**src/design/lpc_pkg.sv**
```systemverilog
package lpc_pkg;

    localparam int NUM_CHANNELS_DEF = 4;
    localparam int TIME_BITS_DEF    = 32;
    localparam int MODE_BITS        = 3;
    localparam int IDX_BITS         = 2;
    localparam int DUR_BITS         = 16;
    localparam int OUT_BITS         = 4;

    typedef enum logic [MODE_BITS-1:0] {
        MODE_ON     = 3'd0,
        MODE_OFF    = 3'd1,
        MODE_TOGGLE = 3'd2,
        MODE_BLINK  = 3'd3,
        MODE_TICK   = 3'd4
    } mode_t;

    // per channel control for one accepted item
    typedef struct packed {
        logic                tick;
        logic                hit;
        mode_t               mode;
        logic [DUR_BITS-1:0] dur;
    } chan_cmd_t;

endpackage

```
**src/design/lpc_channel.sv**
```systemverilog
module lpc_channel #(
    parameter int TIME_BITS = lpc_pkg::TIME_BITS_DEF
) (
    input  logic                  aclk,
    input  logic                  aresetn,
    input  lpc_pkg::chan_cmd_t    cmd_i,
    input  logic [TIME_BITS-1:0]  now_i,
    input  logic [TIME_BITS-1:0]  now_inc_i,
    output logic                  lit_next_o
);

    logic                         lit_reg, lit_next;
    logic [TIME_BITS-1:0]         stamp_reg, stamp_next;
    logic [lpc_pkg::DUR_BITS-1:0] timeout_reg, timeout_next;
    logic [TIME_BITS-1:0]         elapsed;

    assign elapsed = now_inc_i - stamp_reg;

    always_comb begin
        lit_next     = lit_reg;
        stamp_next   = stamp_reg;
        timeout_next = timeout_reg;
        if (cmd_i.tick) begin
            if (lit_reg && timeout_reg != '0 &&
                elapsed >= TIME_BITS'(timeout_reg)) begin
                lit_next     = 1'b0;
                timeout_next = '0;
            end
        end else if (cmd_i.hit) begin
            case (cmd_i.mode)
                lpc_pkg::MODE_ON: begin
                    lit_next   = 1'b1;
                    stamp_next = now_i;
                end
                lpc_pkg::MODE_OFF: begin
                    lit_next = 1'b0;
                end
                lpc_pkg::MODE_TOGGLE: begin
                    if (lit_reg) begin
                        lit_next = 1'b0;
                    end else begin
                        lit_next   = 1'b1;
                        stamp_next = now_i;
                    end
                end
                lpc_pkg::MODE_BLINK: begin
                    lit_next     = 1'b1;
                    stamp_next   = now_i;
                    timeout_next = cmd_i.dur;
                end
                default: begin
                    lit_next = lit_reg;
                end
            endcase
        end
    end

    always_ff @(posedge aclk) begin
        if (!aresetn) begin
            lit_reg     <= 1'b0;
            stamp_reg   <= '0;
            timeout_reg <= '0;
        end else begin
            lit_reg     <= lit_next;
            stamp_reg   <= stamp_next;
            timeout_reg <= timeout_next;
        end
    end

    assign lit_next_o = lit_next;

endmodule

```
**src/design/led_pulse_controller_unit.sv**
```systemverilog
// channel  | valid    | ready    | payload
// input    | s_valid  | s_ready  | s_mode, s_led_index, s_blink_duration
// result   | m_valid  | m_ready  | m_led_outputs
//
// one item per cycle while s_ready is high; its result shows the cycle after it is accepted
// channel state and the output register update at the accepting edge
// s_ready is low only while a result waits and m_ready is low
// synchronous active-low reset: all channels dark, timeouts and counter zero; the output register is not reset
module led_pulse_controller_unit #(
    parameter int NUM_CHANNELS = lpc_pkg::NUM_CHANNELS_DEF,
    parameter int TIME_BITS    = lpc_pkg::TIME_BITS_DEF
) (
    input  logic                           aclk,
    input  logic                           aresetn,
    input  logic                           s_valid,
    output logic                           s_ready,
    input  logic [lpc_pkg::MODE_BITS-1:0]  s_mode,
    input  logic [lpc_pkg::IDX_BITS-1:0]   s_led_index,
    input  logic [lpc_pkg::DUR_BITS-1:0]   s_blink_duration,
    output logic                           m_valid,
    input  logic                           m_ready,
    output logic [lpc_pkg::OUT_BITS-1:0]   m_led_outputs
);

    logic                          accept;
    lpc_pkg::mode_t                mode;
    logic                          is_tick;
    logic                          is_cmd;
    logic [TIME_BITS-1:0]          now_reg, now_next, now_inc;
    logic [NUM_CHANNELS-1:0]       lit_next;
    logic [lpc_pkg::OUT_BITS-1:0]  out_next;
    logic [lpc_pkg::OUT_BITS-1:0]  out_reg;
    logic                          m_valid_reg, m_valid_next;

    assign s_ready = !m_valid_reg || m_ready;
    assign accept  = s_valid && s_ready;
    assign mode    = lpc_pkg::mode_t'(s_mode);
    assign is_tick = accept && mode == lpc_pkg::MODE_TICK;
    assign is_cmd  = accept && s_mode < lpc_pkg::MODE_TICK;
    assign now_inc = now_reg + TIME_BITS'(1);
    assign now_next = is_tick ? now_inc : now_reg;

    for (genvar i = 0; i < NUM_CHANNELS; i++) begin : g_chan
        lpc_pkg::chan_cmd_t cmd;
        assign cmd.tick = is_tick;
        assign cmd.hit  = is_cmd && int'(s_led_index) == i;
        assign cmd.mode = mode;
        assign cmd.dur  = s_blink_duration;

        lpc_channel #(
            .TIME_BITS (TIME_BITS)
        ) u_chan (
            .aclk       (aclk),
            .aresetn    (aresetn),
            .cmd_i      (cmd),
            .now_i      (now_reg),
            .now_inc_i  (now_inc),
            .lit_next_o (lit_next[i])
        );
    end

    always_comb begin
        out_next = '0;
        for (int i = 0; i < lpc_pkg::OUT_BITS; i++) begin
            if (i < NUM_CHANNELS) begin
                out_next[i] = lit_next[i];
            end
        end
    end

    assign m_valid_next = accept ? 1'b1 : (m_ready ? 1'b0 : m_valid_reg);

    always_ff @(posedge aclk) begin
        if (!aresetn) begin
            now_reg     <= '0;
            m_valid_reg <= 1'b0;
        end else begin
            now_reg     <= now_next;
            m_valid_reg <= m_valid_next;
        end
    end

    always_ff @(posedge aclk) begin
        if (accept) begin
            out_reg <= out_next;
        end
    end

    assign m_valid       = m_valid_reg;
    assign m_led_outputs = out_reg;

    a_result_follows: assert property (@(posedge aclk) disable iff (!aresetn)
        accept |=> m_valid)
        else $error("accepted item produced no result");

    a_no_overwrite: assert property (@(posedge aclk) disable iff (!aresetn)
        m_valid && !m_ready |-> !s_ready)
        else $error("input taken while result stalled");

    a_tick_count: assert property (@(posedge aclk) disable iff (!aresetn)
        is_tick |=> now_reg == $past(now_reg) + TIME_BITS'(1))
        else $error("tick did not advance the counter");

    a_off_dark: assert property (@(posedge aclk) disable iff (!aresetn)
        accept && mode == lpc_pkg::MODE_OFF && s_led_index == '0
        |=> !m_led_outputs[0])
        else $error("off command left led lit");

endmodule

```
**config.mk**
```make
export PLATFORM = sky130hd
export DESIGN_NAME = led_pulse_controller_unit
export DESIGN_NICKNAME = d
export VERILOG_FILES = /design/src/design/lpc_pkg.sv /design/src/design/lpc_channel.sv /design/src/design/led_pulse_controller_unit.sv
export SDC_FILE = /design/constraint.sdc
export NUM_CORES = 1
export LEC_CHECK = 0
export ABC_AREA = 0
export BUFFER_PORTS_ARGS = -buffer_cell sky130_fd_sc_hd__buf_2
export CAP_MARGIN = 40
export CORE_MARGIN = 1.5
export CORE_UTILIZATION = 39
export CTS_BUF_LIST = sky130_fd_sc_hd__clkbuf_8
export CTS_CLUSTER_SIZE = 12
export DETAILED_ROUTE_END_ITERATION = 10
export HOLD_SLACK_MARGIN = 0.05
export PLACE_DENSITY = 0.51
export SYNTH_ARGS = -nofsm -noshare
export SYNTH_HDL_FRONTEND = slang
export SYNTH_SLANG_ARGS = --single-unit
```
**constraint.sdc**
```tcl
create_clock -name aclk -period 7.6 [get_ports aclk]
set_input_delay 0 -clock aclk [delete_from_list [all_inputs] [get_ports aclk]]
set_output_delay 0 -clock aclk [all_outputs]
set_load 0.01 [all_outputs]
```
* Word-level counts from Yosys, hierarchy flattened
Cells that the tools add are included. W data, S select, Z words.
Word-level totals: register bits 233, output and inout bits 6
Cells by class: add/subtract/negate cells 5, magnitude comparators 5, equality and inequality tests 15, muxes and demuxes 43, bitwise gates (word level) 1, reductions and logical operators 39
Operator list (number):
- $pmux W32 S2 | 4
- $mux W16 | 13
- $ge A32 B16 Y1 | 4
- $mux W32 | 4
- $sub A32 B32 Y32 | 4
- $reduce_bool A16 Y1 | 4
- $add A32 B1 Y32 const B | 1
- $mux W1 | 18
- $reduce_and A4 Y1 | 4
- $logic_and A1 B1 Y1 | 15
- $reduce_bool A2 Y1 | 7
- $pmux W1 S3 | 4
- $reduce_and A3 Y1 | 4
- $ne A2 B1 Y1 const B | 4
- $ne A2 B2 Y1 const B | 4
- $eq A3 B2 Y1 const B | 2
- $eq A2 B2 Y1 const B | 2
- $eq A3 B1 Y1 const B | 1
- $eq A3 B3 Y1 const B | 1
- $logic_not A3 Y1 | 1
- $lt A3 B3 Y1 const B | 1
- $eq A2 B1 Y1 const B | 1
- $logic_not A2 Y1 | 1
- $reduce_or A2 Y1 | 1
- other kinds (3) | 3

* Longest topological paths before layout
word-level depth 7, depth in mapped cells 26, mapped depth without buffers 25

* Hierarchy
From an unflattened synthesis, not the netlist that was laid out.
Unflattened totals: cells, all modules 2664, area total of the unflattened synthesis 19673.9 um2
Modules (own cells, without submodules):
- lpc_channel (g_chan[1].u_chan ...) | times used 2, cells an instance 608, area each 4419.2 um2
- lpc_channel (g_chan[0].u_chan) | times used 1, cells an instance 608, area each 4450.5 um2
- lpc_channel (g_chan[3].u_chan) | times used 1, cells an instance 585, area each 4271.6 um2
- led_pulse_controller_unit | times used 1, cells an instance 255, area each 2113.3 um2

* Worst setup path before layout
No wires, ideal clock.
path kind register -> register, start point register now_reg[2], end point register g_chan[1].u_chan.timeout_reg[10] (netlist bit), library setup time 59 ps, data arrival time 5654 ps, required time 7541 ps, path slack 1886 ps, stages on the path, launching flop included 25, buffers on the path 2, period minus slack after synthesis 5714 ps, path through dfxtp_1 -> clkbuf_1 -> nand3_1 -> nor2_1 -> nand3_1 -> xnor2_1 -> ha_1 -> and4_1 -> and4_1 -> a21oi_1 -> a31oi_1 -> xor2_1 -> ha_1 -> a21oi_1 -> nor2b_1 -> o21ai_0 -> o2111ai_1 -> a2111o_1 -> or4_1 -> or4_1 -> nor4_1 -> a41o_1 -> o221a_4 -> buf_8 -> a22o_1
Between the ends: word-level cells in the longest chain between the ends 6
RTL lines:
- start, declared | RTL line led_pulse_controller_unit.sv:29 | logic [TIME_BITS-1:0] now_reg, now_next, now_inc;
- start signal, assigned | RTL line led_pulse_controller_unit.sv:78 | now_reg <= now_next;
- $add A32 B1 Y32 | RTL line led_pulse_controller_unit.sv:40 | assign now_inc = now_reg + TIME_BITS'(1);
- net g_chan[0].u_chan.now_inc_i[8] | RTL line lpc_channel.sv:8 | input logic [TIME_BITS-1:0] now_inc_i,
- $sub A32 B32 Y32 | RTL line lpc_channel.sv:17 | assign elapsed = now_inc_i - stamp_reg;
- $ge A32 B16 Y1 | RTL line lpc_channel.sv:25 | elapsed >= TIME_BITS'(timeout_reg)) begin
- $logic_and A1 B1 Y1 | RTL line lpc_channel.sv:24 | if (lit_reg && timeout_reg != '0 &&
- $ne A2 B1 Y1 (no source line)
- $reduce_and A3 Y1 (no source line)
- end signal, assigned | RTL line lpc_channel.sv:66 | timeout_reg <= timeout_next;
- end, declared | RTL line lpc_channel.sv:14 | logic [lpc_pkg::DUR_BITS-1:0] timeout_reg, timeout_next;
The timed path passes the listed nets, and every way through them passes these cells. A chain may end at the register's enable or synchronous reset.

* Worst setup path after layout
start point register now_reg[1], end point register g_chan[3].u_chan.timeout_reg[4] (netlist bit)
Between the ends: word-level cells in the longest chain between the ends 6
RTL lines (RTL line):
- $add A32 B1 Y32 | led_pulse_controller_unit.sv:40
- net g_chan[0].u_chan.now_inc_i[8] | lpc_channel.sv:8
- $sub A32 B32 Y32 | lpc_channel.sv:17
- $ge A32 B16 Y1 | lpc_channel.sv:25
- $logic_and A1 B1 Y1 | lpc_channel.sv:24
- $ne A2 B1 Y1 (no source line)
- $reduce_and A3 Y1 (no source line)
- end signal, assigned | lpc_channel.sv:66
- end, declared | lpc_channel.sv:14
The timed path passes the listed nets, and every way through them passes these cells.

==> results.md <==
* Status: finished clean
* Vias in the first global route at 17.4k
* Clock share of power at 49.1%
* Final Core Density at 43.9%
* Die Y at 220 um
* Syn Nets at 2,710
* First-pass GRT wire length at 102,000 um
* Tcrit/Tclk final at 93.2%
* Die area at slightly below 0.05 mm^2
* Switching Fraction at a little over a quarter
* Crit path arrival time at 7.65 ns
* IO Port Bufs at 30
* Combinational cell fraction of total power at 7.2%
* CTS tree: yes
* Most frequent cells after synthesis: nand2_1, a21oi_1, dfxtp_1
* Clock H-tree levels at 2
* Avg Cell Area, Syn at approximately 7.4 um^2
* Inserted Clock Buffers at 45
* Largest net degree at the start of global routing at 99
* Layout overhead on the synthesized area at 11.0%
* Critical Path Source: now_reg[1]
* Class of the worst hold path: in -> reg
* Skew-Pair Late Insertion Delay at 0.64 ns
* Drt pass-1 iters at 5
* ANT cells at 0
* Root Driver: clkbuf_8
* Fraction of layout cells with a size suffix above 1 at 6.97%
* Netlist cell types at 86
* DR DRC count at 0
* Core area at 0.0465 mm^2
* Area leader, netlist: dfxtp_1
* Share of the synthesized area in the top cell type at 25.0%
* Initial Util at 39.5%
* Post-synthesis sequential area ratio at around a quarter
* Headroom to the max-slew limit at 40.0%
* Sequential share of power at a little over two fifths
* Top FF cell, synth: dfxtp_1
* Final hold violation count at 0
* I/O pins at 31
* Worst Skew at about 0.034 ns
* Rows at 79
* HPWL after detailed placement at 52,200 um
* Reg clk slew, reported paths at ~0.06 ns
* Kind of critical path: reg -> reg
* Cells after Synth at 2,492
* Final instance area at between 0.02 and 0.025 mm^2
* DP Cell Count at 3,056
* Max Fclk at around 140 MHz
* Layout Nets at 2,736
* Synth Warn # at 0
* GPL Wtd Cong at between 0.9 and 1
* CTS Buffer Depth at 3
* Final TNS setup at 0 ns
* CP Launch Type: flip-flop
* Slew @ Worst Pin at 0.900 ns
* Worst R2R End: g_chan[3].u_chan.timeout_reg[4]
* Fin cells at 3,162
* Seq cells post-synth at between 200 and 250
* Antenna violations before repair at 3
* Cts hold-fix bufs at 22
* Max cap viols at 0
* Drt wl/cell at between 20 and 25 um
* Post-Route WL at about 67,000 um
* Final worst slack at 0.515 ns
* Reg-to-Reg Start: now_reg[1]
* DR vias at 18.2k
* Fillers at 4,890
* Critical path data required time at 8.16 ns
* Most common cell in the netlist: nand2_1
* Post-CTS setup buffer count at 0
* GR Overflow Total at 0
* # resized after CTS at 0
* Synth area leaders: dfxtp_1, ha_1, nand2_1, a21oi_1, inv_1
* Static leakage at 0.00866 uW
* Critical Path Sink Type: flip-flop
* Switching power of the nets at between 700 and 800 uW
* All-layer global routing usage at 27.7%
* Pre-CTS setup slack at 0.611 ns
* CP Capture Point: g_chan[3].u_chan.timeout_reg[4]
* Post-DP Area at approximately 0.019 mm^2
* Largest register FFs at 128
* RSZ-0062 raised after global routing: false
* PwrDens at 138 mW/mm^2
* Peak supply drop at 115 uV
* Post-synthesis cell area at 0.0183 mm^2
* Antenna Violating Nets Remaining at 0
* Final setup viols at 0
* Register-to-Register Path Depth at 24
* Flop-to-flop setup slack at just over 0.5 ns
* Die width at 220 um
* Number of flops mapped to enable cells by yosys at 4
* Critical path fanouts, max at 16
* Final Max Slew Viols at 0
* Fraction of registers with async set/reset at 0%
* Clock Sinks at 233
* Via/cell ratio at 5.77
* Fin crit period at approximately 7 ns
* Initial DRC Count at around 1.4k
* Internal at 2080 uW
==> power by group through the flow <==
stage	sequential (uW)	clock, uW	combinational [uW]
after floorplan	1260	0	111
after global placement	1260	0	187
after detailed placement	1260	0	191
after CTS	1230	1420	201
after global routing	1230	1480	218
final	1230	1390	203
==> how the worst min path moves through the flow <==
stage | from | cells after the start | slack, ns | endpoint
6_report | m_ready | 4 | 0.15 | m_led_outputs[1]
5_1_grt | s_mode[1] | 6 | 0.16 | now_reg[10]
4_1_cts | m_ready | 4 | 0.08 | m_led_outputs[1]
3_5_place_dp | s_valid | 3 | 0.26 | m_valid
3_3_place_gp | s_valid | 3 | 0.25 | m_valid
2_1_floorplan | aresetn | 1 | 0.12 | g_chan[1].u_chan.lit_reg
==> layout make-up <==
cell class,instances,area [um^2],area share (%)
inverter,222,838,4.11
multi-input combinational,1914,12300,60.5
tap,607,759,3.73
sequential,233,4700,23.1
timing repair buffer,102,759,3.73
clock buffer,57,785,3.85
clock inverter,27,210,1.03
==> routing by layer <==
metal / up-vias / routed length (um) / GRT usage [%]
li1: 8867 / - / -
met1: 8760 / 30600 / 37.3
met2: 515 / 30700 / 45.3
met3: 99 / 4110 / 4.02
met4: 0 / 2070 / 9.14
met5: - / 0 / 0
==> metrics by stage <==
step,hold slack [ns],power [uW]
final,0.150,2820
after floorplan,0.122,1370
after CTS,0.0830,2860
after detailed placement,0.263,1450
after global routing,0.162,2920
after global placement,0.250,1440
==> worst max-delay path: stages, from the launching register on <==
cell and delay (ns):
dfxtp_1 0.49, ha_1 0.27, nand3_1 0.16, nor2_1 0.34, nand3_1 0.18, xnor2_1 0.62, ha_1 0.43, a21oi_1 0.16
o21ai_0 0.15, a21boi_0 0.24, a21boi_0 0.30, o21ai_0 0.22, xor2_1 0.18, ha_1 0.31, a21o_1 0.16, a21o_1 0.17
a2111oi_0 0.44, o311ai_0 0.25, nor2_1 0.13, mux2i_1 0.09, a2111oi_0 0.29, nand4_1 0.16, nor4b_2 0.63, o31a_2 0.43
a22o_1 0.20
==> kinds of logic (layout without fill, tap and decap cells) <==
family                     count (synthesis)  after routing  synth area share (%)
DFF                                      233            233                  25.6
AOI/OAI and AO/OA                        725            725                  25.1
and+or+nand+nor                          856            856                  21.7
xor gates and xnor gates                 132            132                  6.30
buffers and inverters                    345            408                  7.51
adders and majority gates                193            193                  13.3
muxes                                      8              8                 0.436
==> placed cells by master (no fill, tap or decap), types with 7 or more instances in the layout <==
master and instances:
o21ai_0 106, nand2_1 409, and2_1 16, a2111oi_0 8
a22o_1 51, nor3_1 29, a211oi_1 19, mux2i_1 8
a211o_1 9, clkbuf_8 57, nor4_1 30, buf_4 47
nand4_1 54, and4_1 14, o31ai_1 7, or2_2 7
dfxtp_1 229, a21o_1 52, nor2b_1 21, o2111ai_1 13
a21oi_1 302, and3_1 23, nand2b_1 19, or3_1 21
a31oi_1 20, dlygate4sd3_1 22, a22oi_1 16, ha_1 189
buf_2 30, o21a_1 25, xnor2_1 72, nor2_1 134
xor2_1 60, o211ai_1 13, inv_1 238, nand3_1 55
o21bai_1 17
Power figures use the tool's default switching activity.
